--- src/rtl/s8rfp_pkg.sv ---
package s8rfp_pkg;

    // Parser phases.
    localparam logic [2:0] PH_WAIT    = 3'd0;
    localparam logic [2:0] PH_CMD     = 3'd1;
    localparam logic [2:0] PH_COUNT   = 3'd2;
    localparam logic [2:0] PH_PAYLOAD = 3'd3;
    localparam logic [2:0] PH_CHECK   = 3'd4;
    localparam logic [2:0] PH_STOP    = 3'd5;

    // Configuration register indexes.
    localparam logic [1:0] REG_START_MARKER = 2'd0;
    localparam logic [1:0] REG_STOP_MARKER  = 2'd1;
    localparam logic [1:0] REG_ALARM_CODE   = 2'd2;

    localparam int BYTE_W  = 8;
    localparam int VALUE_W = 32;

    typedef logic [BYTE_W-1:0] byte_t;

endpackage

--- src/rtl/sum8_response_frame_parser.sv ---
// Byte-serial response frame parser with an 8-bit additive checksum.
//
// Received bytes enter on the input channel (in_valid, in_ready, rx_byte),
// one item per byte. A frame is a start marker, a command byte, a payload
// count, that many payload bytes, a checksum byte and a stop byte. Bytes seen
// while no frame is open and which do not match the start marker are dropped.
// When the stop byte is taken, one result item appears on the output channel
// (out_valid, out_ready and the result fields) in the following cycle.
//
// Each byte updates a handful of parser registers with one 8-bit add and a
// few compares, so an item can be accepted in every cycle while in_ready is
// high: one byte per clock. The result sits in an output register; while it
// waits to be taken, in_ready stays high only if out_ready is high too, so a
// stalled receiver holds the parser after at most one completed frame.
//
// The configuration port (cfg_write, cfg_index, cfg_data) sets the start
// marker, the stop marker and the alarm command code. Asynchronous reset
// clears the parser to waiting for a start marker, clears all three
// registers and empties the output register.
module sum8_response_frame_parser
    import s8rfp_pkg::*;
#(
    parameter int VALUE_BYTES = 4
)
(
    input  logic                clk,
    input  logic                rst_n,

    input  logic                cfg_write,
    input  logic [1:0]          cfg_index,
    input  logic [BYTE_W-1:0]   cfg_data,

    input  logic                in_valid,
    output logic                in_ready,
    input  logic [BYTE_W-1:0]   rx_byte,

    output logic                out_valid,
    input  logic                out_ready,
    output logic [BYTE_W-1:0]   command,
    output logic [BYTE_W-1:0]   payload_count,
    output logic [VALUE_W-1:0]  value,
    output logic                checksum_good,
    output logic                stop_good
);

    // Only the first VALUE_BYTES payload bytes, at most four, fit in the 32-bit value.
    localparam int USED_BYTES = (VALUE_BYTES < 4) ? VALUE_BYTES : 4;
    localparam int ASM_W      = BYTE_W * USED_BYTES;
    localparam int IDX_W      = $clog2(USED_BYTES + 1);
    localparam logic [IDX_W-1:0] IDX_FULL = IDX_W'(USED_BYTES);

    // Configuration registers.
    byte_t start_marker_reg;
    byte_t stop_marker_reg;
    byte_t alarm_code_reg;

    // Parser state.
    logic [2:0]       phase_reg,     phase_next;
    byte_t            frame_cmd_reg, frame_cmd_next;
    byte_t            count_reg,     count_next;
    byte_t            left_reg,      left_next;
    logic [IDX_W-1:0] index_reg,     index_next;
    byte_t            sum_reg,       sum_next;
    logic [ASM_W-1:0] asm_reg,       asm_next;
    logic             match_reg,     match_next;

    // Output register.
    logic             out_valid_reg;
    byte_t            command_reg;
    byte_t            payload_count_reg;
    logic [VALUE_W-1:0] value_reg;
    logic             checksum_good_reg;
    logic             stop_good_reg;

    logic  in_fire;
    logic  emit;
    byte_t sum_plus;

    assign in_ready = !out_valid_reg || out_ready;
    assign in_fire  = in_valid && in_ready;
    assign sum_plus = sum_reg + rx_byte;
    assign emit     = in_fire && (phase_reg == PH_STOP);

    always_ff @(posedge clk or negedge rst_n)
    begin
        if (!rst_n)
        begin
            start_marker_reg <= '0;
            stop_marker_reg  <= '0;
            alarm_code_reg   <= '0;
        end
        else if (cfg_write)
        begin
            unique case (cfg_index)
                REG_START_MARKER: start_marker_reg <= cfg_data;
                REG_STOP_MARKER:  stop_marker_reg  <= cfg_data;
                REG_ALARM_CODE:   alarm_code_reg   <= cfg_data;
                default:          ;
            endcase
        end
    end

    // Next state for the byte being accepted.
    always_comb
    begin
        phase_next     = phase_reg;
        frame_cmd_next = frame_cmd_reg;
        count_next     = count_reg;
        left_next      = left_reg;
        index_next     = index_reg;
        sum_next       = sum_reg;
        asm_next       = asm_reg;
        match_next     = match_reg;

        unique case (phase_reg)
            PH_CMD:
            begin
                frame_cmd_next = rx_byte;
                sum_next       = sum_plus;
                phase_next     = PH_COUNT;
            end
            PH_COUNT:
            begin
                count_next = rx_byte;
                left_next  = rx_byte;
                index_next = '0;
                asm_next   = '0;
                sum_next   = sum_plus;
                phase_next = (rx_byte == '0) ? PH_CHECK : PH_PAYLOAD;
            end
            PH_PAYLOAD:
            begin
                sum_next = sum_plus;
                for (int k = 0; k < USED_BYTES; k++)
                begin
                    if (index_reg == IDX_W'(k))
                    begin
                        asm_next[k*BYTE_W +: BYTE_W] = rx_byte;
                    end
                end
                // The index saturates once every value byte is filled.
                if (index_reg != IDX_FULL)
                begin
                    index_next = index_reg + 1'b1;
                end
                left_next = left_reg - 1'b1;
                if (left_reg == 8'd1)
                begin
                    phase_next = PH_CHECK;
                end
            end
            PH_CHECK:
            begin
                match_next = (sum_reg == rx_byte);
                phase_next = PH_STOP;
            end
            PH_STOP:
            begin
                phase_next = PH_WAIT;
            end
            default:
            begin
                // Waiting for a start marker; unused codes behave the same.
                if (rx_byte == start_marker_reg)
                begin
                    sum_next       = rx_byte;
                    frame_cmd_next = '0;
                    count_next     = '0;
                    left_next      = '0;
                    index_next     = '0;
                    asm_next       = '0;
                    match_next     = 1'b0;
                    phase_next     = PH_CMD;
                end
                else
                begin
                    phase_next = PH_WAIT;
                end
            end
        endcase
    end

    always_ff @(posedge clk or negedge rst_n)
    begin
        if (!rst_n)
        begin
            phase_reg     <= PH_WAIT;
            frame_cmd_reg <= '0;
            count_reg     <= '0;
            left_reg      <= '0;
            index_reg     <= '0;
            sum_reg       <= '0;
            asm_reg       <= '0;
            match_reg     <= 1'b0;
        end
        else if (in_fire)
        begin
            phase_reg     <= phase_next;
            frame_cmd_reg <= frame_cmd_next;
            count_reg     <= count_next;
            left_reg      <= left_next;
            index_reg     <= index_next;
            sum_reg       <= sum_next;
            asm_reg       <= asm_next;
            match_reg     <= match_next;
        end
    end

    // Result register: loaded on the stop byte, held until taken.
    always_ff @(posedge clk or negedge rst_n)
    begin
        if (!rst_n)
        begin
            out_valid_reg <= 1'b0;
        end
        else if (emit)
        begin
            out_valid_reg <= 1'b1;
        end
        else if (out_ready)
        begin
            out_valid_reg <= 1'b0;
        end
    end

    always_ff @(posedge clk)
    begin
        if (emit)
        begin
            command_reg       <= frame_cmd_reg;
            payload_count_reg <= count_reg;
            value_reg         <= (frame_cmd_reg == alarm_code_reg) ? '0
                                 : VALUE_W'(asm_reg);
            checksum_good_reg <= match_reg;
            stop_good_reg     <= (rx_byte == stop_marker_reg);
        end
    end

    assign out_valid     = out_valid_reg;
    assign command       = command_reg;
    assign payload_count = payload_count_reg;
    assign value         = value_reg;
    assign checksum_good = checksum_good_reg;
    assign stop_good     = stop_good_reg;

    // A stop byte always leaves a result behind it.
    a_stop_emits: assert property (@(posedge clk) disable iff (!rst_n)
        emit |=> out_valid_reg)
        else $error("stop byte accepted but no result registered");

    // A fresh result can only come from a stop byte.
    a_result_source: assert property (@(posedge clk) disable iff (!rst_n)
        $rose(out_valid_reg) |-> $past(phase_reg) == PH_STOP)
        else $error("result raised outside the stop phase");

    // The last payload byte moves the parser to the checksum byte.
    a_payload_end: assert property (@(posedge clk) disable iff (!rst_n)
        (in_fire && phase_reg == PH_PAYLOAD && left_reg == 8'd1)
            |=> phase_reg == PH_CHECK)
        else $error("payload did not end on its announced count");

endmodule
--- config.mk ---
export PLATFORM = sky130hd
export DESIGN_NAME = sum8_response_frame_parser
export DESIGN_NICKNAME = d
export VERILOG_FILES = /design/src/rtl/s8rfp_pkg.sv /design/src/rtl/sum8_response_frame_parser.sv
export SDC_FILE = /design/constraint.sdc
export NUM_CORES = 1
export LEC_CHECK = 0
export ABC_AREA = 1
export BUFFER_PORTS_ARGS = -buffer_cell sky130_fd_sc_hd__clkbuf_2
export CORE_MARGIN = 5
export CORE_UTILIZATION = 25
export DETAILED_ROUTE_END_ITERATION = 6
export SLEW_MARGIN = 10
export SYNTH_ARGS = -nofsm -noshare
export SYNTH_HDL_FRONTEND = slang
export SYNTH_SLANG_ARGS = --single-unit
export TNS_END_PERCENT = 100
--- constraint.sdc ---
create_clock -name clk -period 4.4 [get_ports clk]
set_clock_uncertainty 0.15 [all_clocks]
set_input_delay 0.66 -clock clk [delete_from_list [all_inputs] [get_ports clk]]
set_output_delay 0.66 -clock clk [all_outputs]
set_load 0.1 [all_outputs]
* Word level (Yosys, flattened, before mapping)
Cells that the tools add are included.
** Cells by class
- Multipliers :: 0
- Reductions and logical operators :: 33
- Add/subtract/negate cells :: 3
- Shifts and indexed selects :: 0
- Bitwise logic cells :: 5
- Mux-type cells :: 23
- $lt $le $gt $ge :: 0
- Equal/unequal tests :: 22
- Div/mod/pow operators :: 0
** Operator list (number)
- 32-bit case mux with 3 select lines :: 1
- 8-bit two-way mux :: 6
- 8-bit case mux with 2 select lines :: 3
- 8-bit equality test :: 4
- 32-bit two-way mux :: 1
- 8-bit case mux with 3 select lines :: 1
- 4-bit AND reduction :: 5
- 3-bit case mux with 5 select lines :: 1
- 3-bit AND reduction :: 5
- 3-bit by 2-bit equality test with 1-bit output, second input constant :: 4
- 3-bit two-way mux :: 4
- 2-bit inequality test, second input constant :: 6
- 4-bit OR reduction :: 3
- 2-bit nonzero test :: 5
- 3-bit case mux with 3 select lines :: 1
- 8-bit adder :: 1
- 8-bit by 1-bit equality test with 1-bit output, second input constant :: 1
- 8-bit zero test :: 1
- 2-bit AND reduction :: 4
- 8-bit by 1-bit subtractor with 8-bit output, second input constant :: 1
- 3-bit by 1-bit equality test with 1-bit output, second input constant :: 2
- 3-bit equality test, second input constant :: 2
- 3-bit OR reduction :: 2
- 1-bit NOT :: 5
- 13 further kinds :: 17
** Word-level totals
- Output and inout bits :: 52
- Bits in writable memories :: 0
- ROM bits :: 0
- Bits in registers :: 146
- Latch bits :: 0
- Memories :: 0

* Longest topological paths before layout
- Word-level depth :: 5
- Mapped depth :: 12
- Gate-level depth less buffers :: 12

* Worst setup path before layout
Ideal clock, no wire load.
- Path kind :: reg2reg
- From :: reg out_valid_reg, in the netlist out_valid
- To :: reg checksum_good_reg, in the netlist checksum_good (enable)
- Library setup time :: 458 ps
- Slack :: -151 ps
- Data required time :: 3792 ps
- Data arrival time :: 3943 ps
- Stages on the path, launching flop included :: 4
- Path buffers :: 0
- Path through :: dfrtp_1 -> nand2_1 -> nand2_2 -> nor2_1
** Between the ends
- Word-level cells in the longest chain between the ends :: 4
** RTL lines
- from (decl) :: RTL line sum8_response_frame_parser.sv:68 : logic out_valid_reg;
- from (signal assigned) :: RTL line sum8_response_frame_parser.sv:214 : out_valid_reg <= 1'b0;
- from (signal assigned) :: RTL line sum8_response_frame_parser.sv:218 : out_valid_reg <= 1'b1;
- from (signal assigned) :: RTL line sum8_response_frame_parser.sv:222 : out_valid_reg <= 1'b0;
- 1-bit zero test :: RTL line sum8_response_frame_parser.sv:79 : assign in_ready = !out_valid_reg || out_ready;
- 1-bit logical OR :: RTL line sum8_response_frame_parser.sv:79
- net in_ready :: RTL line sum8_response_frame_parser.sv:34 : output logic in_ready,
- 1-bit logical AND :: RTL line sum8_response_frame_parser.sv:80 : assign in_fire = in_valid && in_ready;
- 1-bit logical AND :: RTL line sum8_response_frame_parser.sv:82 : assign emit = in_fire && (phase_reg == PH_STOP);
- net emit :: RTL line sum8_response_frame_parser.sv:76 : logic emit;
- to (signal assigned) :: RTL line sum8_response_frame_parser.sv:234 : checksum_good_reg <= match_reg;
- to (decl) :: RTL line sum8_response_frame_parser.sv:72 : logic checksum_good_reg;
The timed path passes the listed nets, and every way through them passes these cells.
A chain may end at the register's enable or synchronous reset.

* Worst setup path in the final report
- From :: reg phase_reg[1]
- To :: reg asm_reg[10]
** Between the ends
- Word-level cells in the longest chain between the ends :: 4
** RTL lines
- from (decl) :: RTL line sum8_response_frame_parser.sv:58 : logic [2:0] phase_reg, phase_next;
- from (signal assigned) :: RTL line sum8_response_frame_parser.sv:198 : phase_reg <= phase_next;
- 3-bit equality test or 3-bit by 1-bit equality test with 1-bit output (tied branches) :: RTL line sum8_response_frame_parser.sv:115 : unique case (phase_reg)
- 3-bit OR reduction (no line)
- 1-bit NOT (no line)
- 4-bit AND reduction (no line)
- to (signal assigned) :: RTL line sum8_response_frame_parser.sv:204 : asm_reg <= asm_next;
- to (decl) :: RTL line sum8_response_frame_parser.sv:64 : logic [ASM_W-1:0] asm_reg, asm_next;
Several ways; a longest one is shown, not always the timed one.

==> flow_summary.yaml <==
run_status:
  run_status: "finished, final reports clean"
floorplanning:
  cell_row_count: 61
  die_area_mm2: 0.0317
  initial_core_util_pct: 25.4
  die_w_um: 178
  design.portCount: 75
  dieHeight_um: 178
  placeableCoreArea_mm2: 0.0279
clock_tree:
  clkLatencyLatePin_ns: 0.43
  clock_root_buffer: "sky130_fd_sc_hd__clkbuf_16"
  cts.repair.resized: 0
  clkSlewWorstSetupHoldPaths_ns: 0.06
  cts_inserted_buffers: 17
  cts_tree: "built"
  ctsLongestPathBuffers: 2
  cts_setup_buffers: 0
  clock-sinks: 146
  htreeDepth: 4
synthesis:
  synth.yosys.seq_area_share_pct: 55.2
  syn_area_per_cell_um2: 8.83
  yosys_register_bits: 146
  yosys.cell_types.count: 36
  synth_cells: 801
  synth_fa_ha_area_share_pct: 3.11
  total_of_warnings_raised_by_yosys: 0
  synth-compound-area-share_pct: 5.13
  netlist_area_mm2: 0.00707
  synth_top_family_by_area: "simple AND/OR/NAND/NOR gates"
  yosys.area_share.simple_pct: 26.8
  muxShareOfSynthArea_pct: 0
  synth_fp_nets: 841
  post_synth_xor_area_fraction_pct: 1.98
timing:
  tightestPinTransition_ns: 0.762
  timing.final.setup_violations: 0
  achievable-frequency_ghz: 0.417
  final_period_minus_worst_setup_slack_ns: 2.40
  period_share_pct: 54.5
  final-hold-violation-count: 0
  tns_setup_ns: 0
  slew-limit-headroom_pct: 49.0
  timing_max_transition_violations_final: 0
  rsz_0062_raised_after_global_routing: "no"
layout:
  drive_above_1_share_pct: 16.5
  final_util_pct: 30.1
  num-nets-final: 918
  area_growth_pct: 18.5
  fillCellCount: 2944
  multi_input_comb_area_mm2: 0.00263
  antenna-diode-count: 0
  seqCellArea_mm2: 0.00390
setup_path:
  critical_path.max_fanout: 42
  timing_worst_setup_path_type: "flop to flop"
  cp.required_ns: 4.57
  cp-start-kind: "flop"
  arrival_ns: 2.56
  timing.critical_path.to_type: "flop"
placed_design:
  half_perimeter_wire_length_of_the_detailed_placement_result_mm: 12.5
  place_congestion: 0.868
  port_buffers: 74
global_route:
  grt_pass1_vias: 5182
  initial_antenna_violation_count: 0
  grt_use_total_pct: 11.1
  pin_count_of_the_biggest_net_entering_global_routing: 44
  wire_length_of_the_first_global_routing_pass_mm: 27.6
  grt_overflow: 0
run:
  max-cap-violations: 0
detailed_routing:
  totalWireLength_mm: 17.0
  total_number_of_vias: 5470
  drt_iter0_markers: 356
  detailed_route_drc_error_count: 0
  vias_per_cell: 4.31
  route.detailed.wl_per_inst_um: 13.4
  drt_pre_antenna_iters: 5
  route.antenna.remaining_nets: 0
power:
  max-vdd-ir-drop_uv: 178
  p_leak_nw: 3.96
  power.density_mw_per_mm2: 463
worst_hold_path:
  min-delay-path-class: "flop to flop"
power breakdown:
part	switching [W]	internal, W	total (W)
combinational	0.000472	0.000285	0.000757
clock	0.000617	0.000793	0.00141
sequential	0.000139	0.00158	0.00172
total	0.00123	0.00266	0.00388
worst paths after layout:
kind / from / endpoint / slack (ns) / depth (start not counted)
min reg2reg: count_reg[5] / payload_count[5] / 0.30 / 0
min in group asynchronous: rst_n / count_reg[1] / 0.56 / 2
max reg2reg: phase_reg[1] / asm_reg[10] / 2.00 / 8
min: count_reg[5] / payload_count[5] / 0.30 / 0
max in group asynchronous: rst_n / out_valid / 2.64 / 3
max: phase_reg[1] / asm_reg[10] / 2.00 / 8
metrics by stage:
step                cell area [um^2]  power, W  setup slack [ns]  hold WS [ns]  instances
global placement                7800   0.00248              1.81         0.288       1236
CTS                             8380   0.00392              2.02         0.299       1269
finish                          8380   0.00388              2.00         0.299       1269
floorplan                       7070   0.00231             0.684         0.214        801
global route                    8380   0.00413              1.84         0.327       1269
detailed placement              7800   0.00250              1.77         0.283       1236
cell families (layout without fill, tap and decap cells):
group,Yosys count,after routing
AO/OA/AOI/OAI,65,65
XOR/XNOR,16,16
adder cells (fa/ha/maj),17,17
buffers and inverters,125,215
flip-flops,146,146
AND/OR/NAND/NOR,432,432
worst max-delay path, cell delays in order, from the launching register on:
cell	delay (ns)
sky130_fd_sc_hd__dfrtp_1	0.47
sky130_fd_sc_hd__inv_2	0.10
sky130_fd_sc_hd__ha_1	0.20
sky130_fd_sc_hd__nor2_1	0.20
sky130_fd_sc_hd__inv_2	0.10
sky130_fd_sc_hd__nor2_8	0.44
sky130_fd_sc_hd__nand3_1	0.38
sky130_fd_sc_hd__nand2_1	0.15
sky130_fd_sc_hd__nand2_1	0.06
timing repair:
action                     CTS  global route
hold endpoints to repair     6             0
setup endpoints to repair    0             0
hold buffers                 1             0
cells in the mapped netlist, drive strengths merged:
cell	instances	area share [%]
nand4	54	4.8
inv	103	5.5
edfxtp	50	21
a21boi	1	0.16
fa	1	0.28
ha	16	2.8
buf	15	1.9
nor2	68	3.9
clkbuf	6	0.32
nor4	1	0.089
xnor2	13	1.6
a21oi	10	0.71
or2	6	0.53
dfrtp	96	34
xor2	3	0.37
nand2	266	15
o21ai	52	4.1
o211ai	1	0.11
a211oi	1	0.11
clkinv	1	0.053
nand3b	1	0.11
nand3	34	2.6
nor3	2	0.14
metal layers:
layer / global-route usage (%) / up-vias / wire, um / part of all wire, %
met4: 3.58 / 0 / 237 / 1.4
met5: 0 / - / 0 / 0
met1: 15.2 / 2591 / 8070 / 48
li1: - / 2740 / - / -
met3: 2.71 / 16 / 865 / 5.1
met2: 17.4 / 123 / 7790 / 46
cells in the final DEF (no fill, tap or decap), drive strengths merged:
| cell type | count |
|---|---|
| nor2 | 68 |
| ha | 16 |
| o211ai | 1 |
| dfrtp | 96 |
| nor3 | 2 |
| a21oi | 10 |
| clkinvlp | 2 |
| nor4 | 1 |
| nand3b | 1 |
| dlygate4sd3 | 1 |
| edfxtp | 50 |
| buf | 5 |
| xor2 | 3 |
| nand3 | 34 |
| or2 | 6 |
| bufinv | 1 |
| a21boi | 1 |
| inv | 112 |
| fa | 1 |
| nand4 | 54 |
| xnor2 | 13 |
| a211oi | 1 |
| clkbuf | 90 |
| o21ai | 52 |
| clkinv | 4 |
| nand2 | 266 |
layout make-up:
| class | instances | area share (%) |
|---|---|---|
| sequential | 146 | 46.6 |
| multi-input combinational | 530 | 31.4 |
| tap | 378 | 5.64 |
| clock buffer | 17 | 5.08 |
| timing repair buffer | 79 | 4.93 |
| inverter | 104 | 4.69 |
| clock inverter | 15 | 1.70 |
No activity file was read; power rests on OpenSTA's default activity.
